[config.mk]
export PLATFORM = sky130hd
export DESIGN_NAME = dvru_ctrl
export DESIGN_NICKNAME = d
export VERILOG_FILES = /design/src/hdl/dvru_pkg.sv /design/src/hdl/dvru_ctrl.sv
export SDC_FILE = /design/constraint.sdc
export NUM_CORES = 1
export LEC_CHECK = 0
export BUFFER_PORTS_ARGS = -buffer_cell sky130_fd_sc_hd__clkbuf_2
export CAP_MARGIN = 20
export CORE_ASPECT_RATIO = 1.25
export CORE_MARGIN = 2
export CORE_UTILIZATION = 35
export CTS_CLUSTER_DIAMETER = 200
export DETAILED_ROUTE_END_ITERATION = 10
export REMOVE_ABC_BUFFERS = 1
export SYNTH_ARGS = -nofsm -noshare
export SYNTH_HDL_FRONTEND = slang
export SYNTH_SLANG_ARGS = --single-unit
[constraint.sdc]
create_clock -name clk -period 3.88 [get_ports clk]
set_input_delay 0.582 -clock clk [delete_from_list [all_inputs] [get_ports clk]]
set_output_delay 0.582 -clock clk [all_outputs]
set_load 0.02 [all_outputs]
[src/hdl/dvru_pkg.sv]
// ----------------------------------------------------------------------------
// dvru_pkg
// Shared types and constants of the distance-vector route update block.
// ----------------------------------------------------------------------------
package dvru_pkg;

  // Fixed field widths of the streams
  localparam int ID_W      = 16;
  localparam int IN_COST_W = 16;
  localparam int ANN_W     = 2;
  localparam int KNOWN_W   = 5;
  localparam int IN_DATA_W = 48;
  localparam int OUT_DATA_W = 8;

  // Announce codes
  localparam logic [ANN_W-1:0] ANN_NONE = 2'd0;
  localparam logic [ANN_W-1:0] ANN_FWD  = 2'd1;
  localparam logic [ANN_W-1:0] ANN_SEND = 2'd2;

  // Controller states
  typedef enum logic [3:0] {
    S_IDLE, S_SRCH, S_CMP, S_NEW, S_ROW, S_COL, S_ENT, S_ENTW, S_POST,
    S_RA, S_RB, S_RC, S_RD, S_RE, S_OUT
  } state_t;

  // Datapath operations
  typedef enum logic [4:0] {
    OP_NONE, OP_ACCEPT, OP_ID_RD, OP_ID_NEXT, OP_FOUND, OP_ADD, OP_DROP,
    OP_ROW_WR, OP_ROW_END, OP_COL_WR, OP_DIAG_WR, OP_ENT_RD, OP_ENT_WR,
    OP_RELAX_INIT, OP_RA, OP_RB, OP_RC, OP_RD, OP_RE, OP_FINISH
  } dp_op_t;

  typedef struct packed {
    dp_op_t op;
  } dp_cmd_t;

  typedef struct packed {
    logic i_at_count;  // search index reached the id count
    logic match;       // id read back equals the current key
    logic full;        // no room for another id
    logic i_at_n;      // init index reached the new id's slot
    logic key_dst;     // the current key is the destination id
    logic si_vld;
    logic last;
    logic began_empty;
    logic k_last;
    logic d_last;
    logic out_free;
  } dp_status_t;

endpackage

[src/hdl/dvru_ctrl.sv]
// ----------------------------------------------------------------------------
// dvru_ctrl
// Sequencer: id search, id insertion, entry write and row relaxation.
// ----------------------------------------------------------------------------
module dvru_ctrl (
  input  logic                 clk,
  input  logic                 rst_n,
  input  logic                 in_tvalid,
  output logic                 in_tready,
  input  dvru_pkg::dp_status_t st,
  output dvru_pkg::dp_cmd_t    cmd
);
  import dvru_pkg::*;

  state_t state_r, state_nxt;

  // State register
  always_ff @(posedge clk) begin
    if (!rst_n) begin
      state_r <= S_IDLE;
    end else begin
      state_r <= state_nxt;
    end
  end

  // Next state
  always_comb begin
    state_nxt = state_r;
    unique case (state_r)
      S_IDLE: if (in_tvalid) state_nxt = S_SRCH;
      S_SRCH: state_nxt = st.i_at_count ? S_NEW : S_CMP;
      S_CMP: begin
        if (!st.match)       state_nxt = S_SRCH;
        else if (st.key_dst) state_nxt = S_ENT;
        else                 state_nxt = S_SRCH;
      end
      S_NEW: begin
        if (!st.full)        state_nxt = S_ROW;
        else if (st.key_dst) state_nxt = S_ENT;
        else                 state_nxt = S_SRCH;
      end
      S_ROW: if (st.i_at_n) state_nxt = S_COL;
      S_COL: begin
        if (st.i_at_n) state_nxt = st.key_dst ? S_ENT : S_SRCH;
      end
      S_ENT:  state_nxt = S_ENTW;
      S_ENTW: state_nxt = S_POST;
      S_POST: begin
        if (!st.last)                      state_nxt = S_IDLE;
        else if (st.began_empty || !st.si_vld) state_nxt = S_OUT;
        else                               state_nxt = S_RA;
      end
      S_RA: state_nxt = S_RB;
      S_RB: state_nxt = S_RC;
      S_RC: state_nxt = st.k_last ? S_RD : S_RA;
      S_RD: state_nxt = S_RE;
      S_RE: state_nxt = st.d_last ? S_OUT : S_RA;
      S_OUT: if (st.out_free) state_nxt = S_IDLE;
      default: state_nxt = S_IDLE;
    endcase
  end

  // Outputs
  always_comb begin
    cmd.op    = OP_NONE;
    in_tready = 1'b0;
    unique case (state_r)
      S_IDLE: begin
        in_tready = 1'b1;
        if (in_tvalid) cmd.op = OP_ACCEPT;
      end
      S_SRCH: if (!st.i_at_count) cmd.op = OP_ID_RD;
      S_CMP:  cmd.op = st.match ? OP_FOUND : OP_ID_NEXT;
      S_NEW:  cmd.op = st.full ? OP_DROP : OP_ADD;
      S_ROW:  cmd.op = st.i_at_n ? OP_ROW_END : OP_ROW_WR;
      S_COL:  cmd.op = st.i_at_n ? OP_DIAG_WR : OP_COL_WR;
      S_ENT:  cmd.op = OP_ENT_RD;
      S_ENTW: cmd.op = OP_ENT_WR;
      S_POST: begin
        if (st.last && !st.began_empty && st.si_vld) cmd.op = OP_RELAX_INIT;
      end
      S_RA:  cmd.op = OP_RA;
      S_RB:  cmd.op = OP_RB;
      S_RC:  cmd.op = OP_RC;
      S_RD:  cmd.op = OP_RD;
      S_RE:  cmd.op = OP_RE;
      S_OUT: if (st.out_free) cmd.op = OP_FINISH;
      default: cmd.op = OP_NONE;
    endcase
  end

endmodule

# ---- After elaboration in Yosys (flattened, before gate mapping)
# Cells that the tools add are included.
dict set report classes {
  n_eq_ne 18
  n_mux 23
  reduce_logical 7
}
# cell count
set ops {}
lappend ops {{case mux 5 bit (15 select lines)} 1}
lappend ops {{case mux 4 bit (15 select lines)} 1}
lappend ops {{equality test 4 bit, second input constant} 7}
lappend ops {{two-way mux 4 bit} 7}
lappend ops {{two-way mux 3 bit} 7}
lappend ops {{equality test 4 x 3 -> 1 bit, second input constant} 4}
lappend ops {{equality test 4 x 2 -> 1 bit, second input constant} 2}
lappend ops {{!= test 2 bit, second input constant} 4}
lappend ops {{two-way mux 2 bit} 3}
lappend ops {{two-way mux 5 bit} 1}
lappend ops {{equality test 4 x 1 -> 1 bit, second input constant} 1}
lappend ops {{logical NOT 4 bit} 1}
lappend ops {{AND reduction 4 bit} 1}
lappend ops {{two-way mux 1 bit} 3}
lappend ops {{logical AND 1 bit} 2}
lappend ops {{logical NOT 1 bit} 2}
lappend ops {{logical OR 1 bit} 1}
dict set report totals {
  ff_bits 4
  in_bits 14
  output_inout_bits 6
  word_cells 49
}

# ---- Depth between registers and ports, before layout
# Gate-level depths: netlist of the first run.
dict set report depth {
  word_depth 5
  mapped_depth 7
}

# ---- Least setup slack after synthesis of the first run
# No wires, ideal clock.
dict set report synth_timing {
  path_kind {in2out}
  startpoint {input port st[7] (netlist bit)}
  endpoint {output port cmd[0] (netlist bit)}
  arrival_ns 1.422
  slack_ns 1.876
  cell_stages 4
  cell_sequence {nor2b_1 -> a211oi_1 -> o22a_1 -> o211ai_1}
}
# item line_no
set synth_rtl {}
lappend synth_rtl {{start, declared} dvru_ctrl.sv:10} ;# input dvru_pkg::dp_status_t st,
lappend synth_rtl {{end, declared} dvru_ctrl.sv:11} ;# output dvru_pkg::dp_cmd_t cmd

==> results of run 1 <==
worst register-to-register path, cell delays in order (launching register included):
cell and delay [ps]:
dfxtp_1 880, nand2b_1 310, a2111oi_2 410, a21o_1 150, o31a_1 140
worst paths after layout:
path,depth (start not counted),startpoint,slack [ps],endpoint
hold reg to reg,2,state_r[0],900,state_r[2]
setup reg to reg,4,state_r[3],1930,state_r[1]
hold / removal,2,rst_n,620,state_r[2]
setup / recovery,5,state_r[2],1160,cmd[0]
power by group through the flow:
stage	logic, mW	registers [mW]	clock network, mW
2_1_floorplan	0.195	0.0948	0
3_3_place_gp	0.257	0.113	0
3_5_place_dp	0.261	0.115	0
4_1_cts	0.262	0.115	0.0540
5_1_grt	0.287	0.123	0.0585
6_report	0.261	0.116	0.0515
synth_stat cells, drive strengths merged (2+ instances only):
cell type	number
o31ai	2
nor2b	6
nand3	7
o31a	2
a31oi	3
inv	5
o22a	2
clkbuf	2
nand2	7
nor2	6
dfxtp	4
nor3	3
a21oi	12
nand2b	4
or3	2
buf	8
o21ai	7
and3b	2
or2	2
o22ai	3
a211oi	2
cells by family (layout without fill, tap and decap cells):
logic type,Yosys count,after routing,synth area share [%]
simple gates,47,47,38.0
flops,4,4,11.1
compound gates,43,43,40.5
buf+inv,15,27,10.4
routing by layer:
layer | GRT usage, % | vias to the layer above | share of wire [%]
met5 | 0 | - | 0
met4 | 12.1 | 0 | 1.6
met3 | 2.97 | 6 | 4.2
met2 | 36.0 | 41 | 54
met1 | 22.5 | 432 | 40
li1 | - | 442 | -
cell type report:
cell class | instances | area [um2] | share of cell area (%)
Timing Repair Buffer | 19 | 95.1 | 11.8
Clock buffer | 3 | 22.5 | 2.79
Inverter | 5 | 18.8 | 2.33
Sequential cell | 4 | 80.1 | 9.92
Tap cell | 20 | 25.0 | 3.10
Multi-Input combinational cell | 90 | 566 | 70.1
stage by stage:
stage               total power, mW  instances  instance area [um2]
floorplan                     0.290         99                  664
global placement              0.370        138                  785
detailed placement            0.376        138                  785
CTS                           0.430        141                  807
global route                  0.468        141                  807
finish                        0.429        141                  807
==> impl_results.md, run 1 <==
* Port-buffer cells at 19
* Main synth FF type: dfxtp_1
* Commonest non-fill, non-tap cells in the layout: 19 x clkbuf_2, 12 x a21oi_1, 7 x nand2_1, 7 x nand3_1
* Die Footprint at 0.00244 mm2
* Worst path top cell family by delay: flip-flops
* Clock network fraction of total power at 12.0%
* DRT iter0 DRCs at 27
* Postcts setup bufs at 0
* Vias at 921
* Final WS setup at 1160 ps
* Share of the clock period used by the worst path at 70.2%
* Most common cell after layout, fill and taps aside: clkbuf_2
* RePlAce Congestion at 0.880
* Crit path buffers/inverters at 1
* Initial Util at 36.8%
* Yosys top cell area share at 11.1%
* H-Tree Depth at 1
* Total Neg Setup Slack at 0 ps
* Filler instances at 221
* #FFs+latches synth at 4
* Layout area overhead at 12.0%
* Worst slew margin at 41.2%
* CTS Root Cell: clkbuf_4
* Max IR drop VDD at 0.000372 V
* Cell variety after synth at 44
* Drt first pass iters at 4
* Clock insertion delay at the later pin of the skew report at 230 ps
* Warnings from Yosys at 0
* Global-route wire length before repair at 3600 um
* Clock transition at path regs at 40 ps
* Clock Tree Buf Depth at 2
* Ports at 20
* Clock Sinks at 4
* Worst Setup End Kind: output pin
* Min Tclk post-route at 2720 ps
* Crit path DAT at 2140 ps
* Syn Std Cell Area at 721 um2
* Dpl ws at 1430 ps
* Sequential area share after synthesis at 11.1%
* Largest registers: state_r (4)
* Gr usage total at 20.2%
* Final nets at 137
* Hold buffers post-CTS at 0
* CP Data Required Time at 3300 ps
* Wirelength per Cell at 16.0 um
* Worst slew pin tran at 881 ps
* Crit Path Class: reg -> out
* Largest Register: state_r
* GRT Residual Overflow at 0
* CP max stage cell: dfxtp_1
* Cells after synthesis at 109
* Internal Power at 202 uW
* Final wirelength at 2250 um
* Sw Pwr at 227 uW
* Vias in the first global route at 786
* Initial antenna violation count at 0
* DRC at 0
* CP startpoint kind: register
* Clock skew at 5.93 ps
* DIE HEIGHT at 54.7 um
* Final hold viol count at 0
* Detailed Place HPWL at 1630 um
* Max cap viols at 0
* Largest register FFs at 4
* Status: completed
* PD cells at 531 mW/mm2
* RSZ-0062 raised after global routing: no
* Cell Rows at 18
* CTS tree: done
* Critical path fanouts, max at 30
* Cell taking the most area after synthesis: dfxtp_1
* # resized after CTS at 0
* CP max stage delay at 890 ps
* Leak pwr at 0.323 nW
* Synth top area cells: dfxtp_1 11%, a21oi_1 8.3%, nor2b_1 5.2%
* Number of max-slew violations in the final report at 0
* Core area at 0.00196 mm2
* Combinational group share of total power at 60.8%
* Antenna cells at 0
* Min-Delay Path Class: in -> reg
* CP cell instances: nor2b_1 -> a211oi_1 -> o22a_1 -> o211ai_1 -> clkbuf_2
* Total CTS buffers at 3
* Post-route ant nets at 0
* Reg power frac at 27.1%
* Core Util, Final at 41.2%
* Average vias per placed instance at 6.53
* Layout cells sized above 1 at 20.7%
* Syn Area/Cell at 6.61 um2
* Post-synth EDFFs at 0
* Max Freq at 367 MHz
* Final setup vio count at 0
* Final hold slack at 616 ps
* Largest net degree at the start of global routing at 31
* Net Sw Frac at 52.9%
* Asr flop ratio synth at 0%
* Die width at 44.6 um
Power figures use the tool's default switching activity.
==> inputs of run 2 (changes only) <==
==> constraint.sdc (replaced) <==
create_clock -name clk -period 2.2 [get_ports clk]
set_input_delay 0.33 -clock clk [delete_from_list [all_inputs] [get_ports clk]]
set_output_delay 0.33 -clock clk [all_outputs]
set_load 0.02 [all_outputs]
==> run 2 against run 1 <==
  * Design area is 7.0% higher
  * Sequential power is 35% higher
  * Clock-buffer cell count stayed put
  * Largest power group unchanged
==> impl_results.md, run 2 (same netlist as run 1, synthesis figures left out) <==
* Status: completed
* Vias at 930
* Final wirelength at 2380 um
* Commonest non-fill, non-tap cells in the layout: 19 x clkbuf_2, 12 x a21oi_1, 7 x nand2_1, 7 x nand3_1, 7 x buf_4
* Critical path fanouts, max at 11
* Worst slew margin at 68.2%
* RePlAce Congestion at 0.869
* CP cell instances: and2b_1 -> nand2_1 -> o22a_1 -> o211ai_1 -> clkbuf_2
* Min Tclk post-route at 2070 ps
* Number of max-slew violations in the final report at 0
* CP startpoint kind: register
* Layout area overhead at 19.8%
* Max Freq at 482 MHz
* Final hold viol count at 0
* Most Crowded Layer GR: met2
* Antenna cells at 0
* Post-route ant nets at 0
* Max IR drop VDD at 0.000466 V
* Average vias per placed instance at 6.28
* Initial Util at 36.8%
* Reg-to-Reg Start: state_r[1]
* Max cap viols at 0
* Worst R2R Setup Slack at 510 ps
* Global-route wire length before repair at 3770 um
* Die Footprint at 0.00244 mm2
* Final nets at 144
* Detailed Place HPWL at 1750 um
* Clock transition at path regs at 40 ps
* Layout cells sized above 1 at 27.3%
* Worst slew pin tran at 471 ps
* CP max stage delay at 550 ps
* CTS tree: done
* Most common cell after layout, fill and taps aside: clkbuf_2
* DIE HEIGHT at 54.7 um
* HP Start: rst_n
* PD cells at 937 mW/mm2
* Core Util, Final at 44.1%
* Hold path endpoint: state_r[2]
* Crit path DAT at 1740 ps
* CTS Root Cell: clkbuf_4
* Total CTS buffers at 3
* Global Route met2 Usage at 37.4%
* Cell Rows at 18
* Vias in the first global route at 802
* Clock insertion delay at the later pin of the skew report at 240 ps
* Total Neg Setup Slack at 0 ps
* Initial antenna violation count at 0
* Reg2Reg Capture Point: state_r[0]
* Clock Tree Buf Depth at 2
* Met1 Track Usage GR at 26.0%
* Global Route met3 Usage at 1.32%
* Ports at 20
* Final setup vio count at 0
* Core area at 0.00196 mm2
* Clock Sinks at 4
* Wirelength per Cell at 16.1 um
* Largest registers: state_r (4)
* Leak pwr at 0.360 nW
* Gr usage total at 21.5%
* Largest register FFs at 4
* H-Tree Depth at 1
* Crit Path Class: reg -> out
* Hold Path Depth at 2
* DRT iter0 DRCs at 38
* Drt first pass iters at 5
* RSZ-0062 raised after global routing: no
* CP Data Required Time at 1870 ps
* Largest Register: state_r
* Largest net degree at the start of global routing at 16
* Worst Setup End Kind: output pin
* DRC at 0
* Die width at 44.6 um
* Reg2reg path depth at 5
* GRT Residual Overflow at 0
* Min-Delay Path Class: in -> reg
* CP max stage cell: dfxtp_1
* Share of the clock period used by the worst path at 94.2%
* Clock skew at 3.91 ps
* Port-buffer cells at 19
[run 2: changes by cell type in the layout (fill, tap and decap cells not counted), sizes merged]
cell / previous run / this run
buf: 0 / 7
[run 2: worst max-delay path by stage]
stage	startpoint	cells past startpoint	endpoint	slack, ps
2_1_floorplan	state_r[2]	4	cmd[0]	220
3_3_place_gp	state_r[0]	5	cmd[1]	320
3_5_place_dp	state_r[2]	6	cmd[1]	350
4_1_cts	state_r[2]	6	cmd[1]	100
6_report	state_r[1]	5	cmd[0]	130
5_1_grt	state_r[1]	5	cmd[0]	50
[run 2: repair_timing]
item | CTS | global route
hold buffers | 0 | 0
gates resized for setup | 0 | 3
endpoints found under the setup margin | 0 | 3
setup buffers | 0 | 0
[run 2: metal layers]
metal,wire length (um),vias to the layer above
met4,42,0
met1,1010,441
met3,91,4
met5,0,-
li1,-,456
met2,1240,29
[run 2: stage by stage]
stage / cell area, um2 / std cells / setup slack [ps] / hold slack [ps] / power [mW]
6_report: 863 / 148 / 127 / 335 / 0.809
5_1_grt: 863 / 148 / 45.5 / 355 / 0.867
4_1_cts: 860 / 148 / 98.0 / 342 / 0.797
3_5_place_dp: 837 / 145 / 347 / 595 / 0.699
3_3_place_gp: 837 / 145 / 319 / 606 / 0.702
2_1_floorplan: 664 / 99 / 221 / 458 / 0.511
[run 2: area by class of cell]
class,count,area [um2]
fill,197,1100
tap,20,25.0
multi-input combinational,90,566
clock buffer,3,22.5
inverter,5,18.8
timing repair buffer,26,148
sequential,4,83.8
[run 2: power by group]
group          internal, mW  switching, mW  leakage [nW]  total, mW
Clock                0.0613         0.0344        0.0138     0.0957
Combinational         0.238          0.319         0.312      0.556
Sequential           0.0949         0.0619        0.0339      0.157
Total                 0.394          0.415         0.360      0.809
[run 2: critical path: cells and delay by family (launching register included)]
kind	cells	cell delay, ps
AOI/OAI and AO/OA	2	390
and+or+nand+nor	2	360
DFF	1	550
buffers and inverters	1	200
==> inputs of run 3 (changes only) <==
--- a/config.mk
+++ b/config.mk
@@ -7,7 +7,6 @@
 export LEC_CHECK = 0
 export BUFFER_PORTS_ARGS = -buffer_cell sky130_fd_sc_hd__clkbuf_2
 export CAP_MARGIN = 20
-export CORE_ASPECT_RATIO = 1.25
 export CORE_MARGIN = 2
 export CORE_UTILIZATION = 35
 export CTS_CLUSTER_DIAMETER = 200
==> run 3 against run 2 <==
  * Critical endpoint is now cmd[1]
  * Wire length fell by 5.0%
  * Die area fell by 0.10%
  * Worst setup slack improved by 52 ps
  * Clock skew fell by 3.6 ps
  * Clock-buffer cell count did not move
  * Fmax rose by 2.6%
  * First-iteration DRC count fell by 45%
==> impl_results.md, run 3 (same netlist as run 1, synthesis figures left out) <==
* Status: completed
* Clock Tree Buf Depth at 2
* Commonest non-fill, non-tap cells in the layout: 19 x clkbuf_2, 12 x a21oi_1, 7 x nand2_1, 7 x nand3_1, 7 x buf_4
* CTS tree: done
* Drt first pass iters at 4
* Cell Rows at 16
* CP Data Required Time at 1870 ps
* Reg2reg path depth at 5
* Gr usage total at 19.7%
* DIE HEIGHT at 49.4 um
* Port-buffer cells at 19
* Post-route ant nets at 0
* RePlAce Congestion at 0.929
* Most common cell after layout, fill and taps aside: clkbuf_2
* Setup crit end: cmd[1]
* Layout cells sized above 1 at 26.6%
* DRT iter0 DRCs at 21
* Crit path DAT at 1690 ps
* Clock transition at path regs at 40 ps
* Antenna cells at 0
* Final wirelength at 2260 um
* Total CTS buffers at 3
* Total Power at 795 uW
* Reg-to-Reg Start: state_r[1]
* Max IR drop VDD at 0.000366 V
* Layout area overhead at 21.0%
* Postcts setup bufs at 0
* CP startpoint kind: register
* Reg2Reg Capture Point: state_r[0]
* Vias in the first global route at 863
* Ports at 20
* Total Neg Setup Slack at 0 ps
* RSZ-0062 raised after global routing: no
* CP startpoint: state_r[0]
* Worst slew margin at 73.4%
* Max Freq at 495 MHz
* Average vias per placed instance at 5.97
* Clock skew at 0.275 ps
* Initial Util at 37.1%
* Vias at 925
* Critical path fanouts, max at 9
* Wirelength per Cell at 14.6 um
* Detailed Place HPWL at 1700 um
* Global-route wire length before repair at 3860 um
* Min-Delay Path Class: in -> reg
* Final nets at 144
* Largest Register: state_r
* Final setup vio count at 0
* HP Start: rst_n
* Clock Sinks at 4
* Initial antenna violation count at 0
* Die Footprint at 0.00244 mm2
* Number of max-slew violations in the final report at 0
* GRT Residual Overflow at 0
* Worst slew pin tran at 394 ps
* DRC at 0
* Largest net degree at the start of global routing at 18
* Worst R2R Setup Slack at 540 ps
* Leak pwr at 0.359 nW
* Clock insertion delay at the later pin of the skew report at 230 ps
* Min Tclk post-route at 2020 ps
* Final hold viol count at 0
* Share of the clock period used by the worst path at 91.9%
* PD cells at 912 mW/mm2
* Largest registers: state_r (4)
* Core area at 0.00194 mm2
* Largest register FFs at 4
* Max cap viols at 0
* H-Tree Depth at 1
* Crit Path Class: reg -> out
* Die width at 49.4 um
* Worst Setup End Kind: output pin
* CTS Root Cell: clkbuf_4
run 3: cell counts in the layout (fill, tap and decap cells not counted):
No cell type changed its count.
run 3: worst min-delay path by stage:
stage            endpoint  depth (start not counted)  slack, ps
3_3_place_gp   state_r[3]                          2        580
4_1_cts        state_r[2]                          2        350
3_5_place_dp   state_r[3]                          2        580
5_1_grt        state_r[2]                          2        340
2_1_floorplan  state_r[2]                          1        460
6_report       state_r[2]                          2        340
run 3: critical path: stages (launching register included):
cell      delay [ps]
dfxtp_1          540
inv_2            180
a21oi_1          160
o31ai_1           80
or3_1            340
clkbuf_2         160
run 3: what timing repair did:
action,in CTS,in global routing
hold buffers,0,0
endpoints found under the setup margin,0,2
gates resized for setup,0,2
run 3: layer usage:
layer / vias up / wire length, um / global-route usage, %
li1: 452 / - / -
met1: 418 / 1010 / 27.1
met2: 53 / 1050 / 31.1
met3: 2 / 185 / 3.07
met4: 0 / 10 / 6.94
met5: - / 0 / 0
run 3: final cells by class:
| class | count | area, um2 |
|---|---|---|
| fill | 217 | 1070 |
| clock buffer | 3 | 22.5 |
| tap | 27 | 33.8 |
| inverter | 5 | 18.8 |
| timing repair buffer | 26 | 148 |
| multi-input combinational | 90 | 568 |
| sequential | 4 | 81.3 |
run 3: stage by stage:
step	hold slack, ps	setup slack (ps)	instances	util, %	area [um2]
after floorplan	458	221	99	-	664
after global placement	581	378	152	43.6	846
after detailed placement	584	369	152	43.6	846
after CTS	346	105	155	44.7	868
after global routing	344	78.1	155	44.9	872
final	344	179	155	44.9	872
run 3: where the power goes:
part	internal [mW]	leakage [nW]	switching, mW
registers	0.0931	0.0332	0.0499
clock network	0.0610	0.0138	0.0301
logic	0.232	0.312	0.329
total	0.386	0.359	0.409
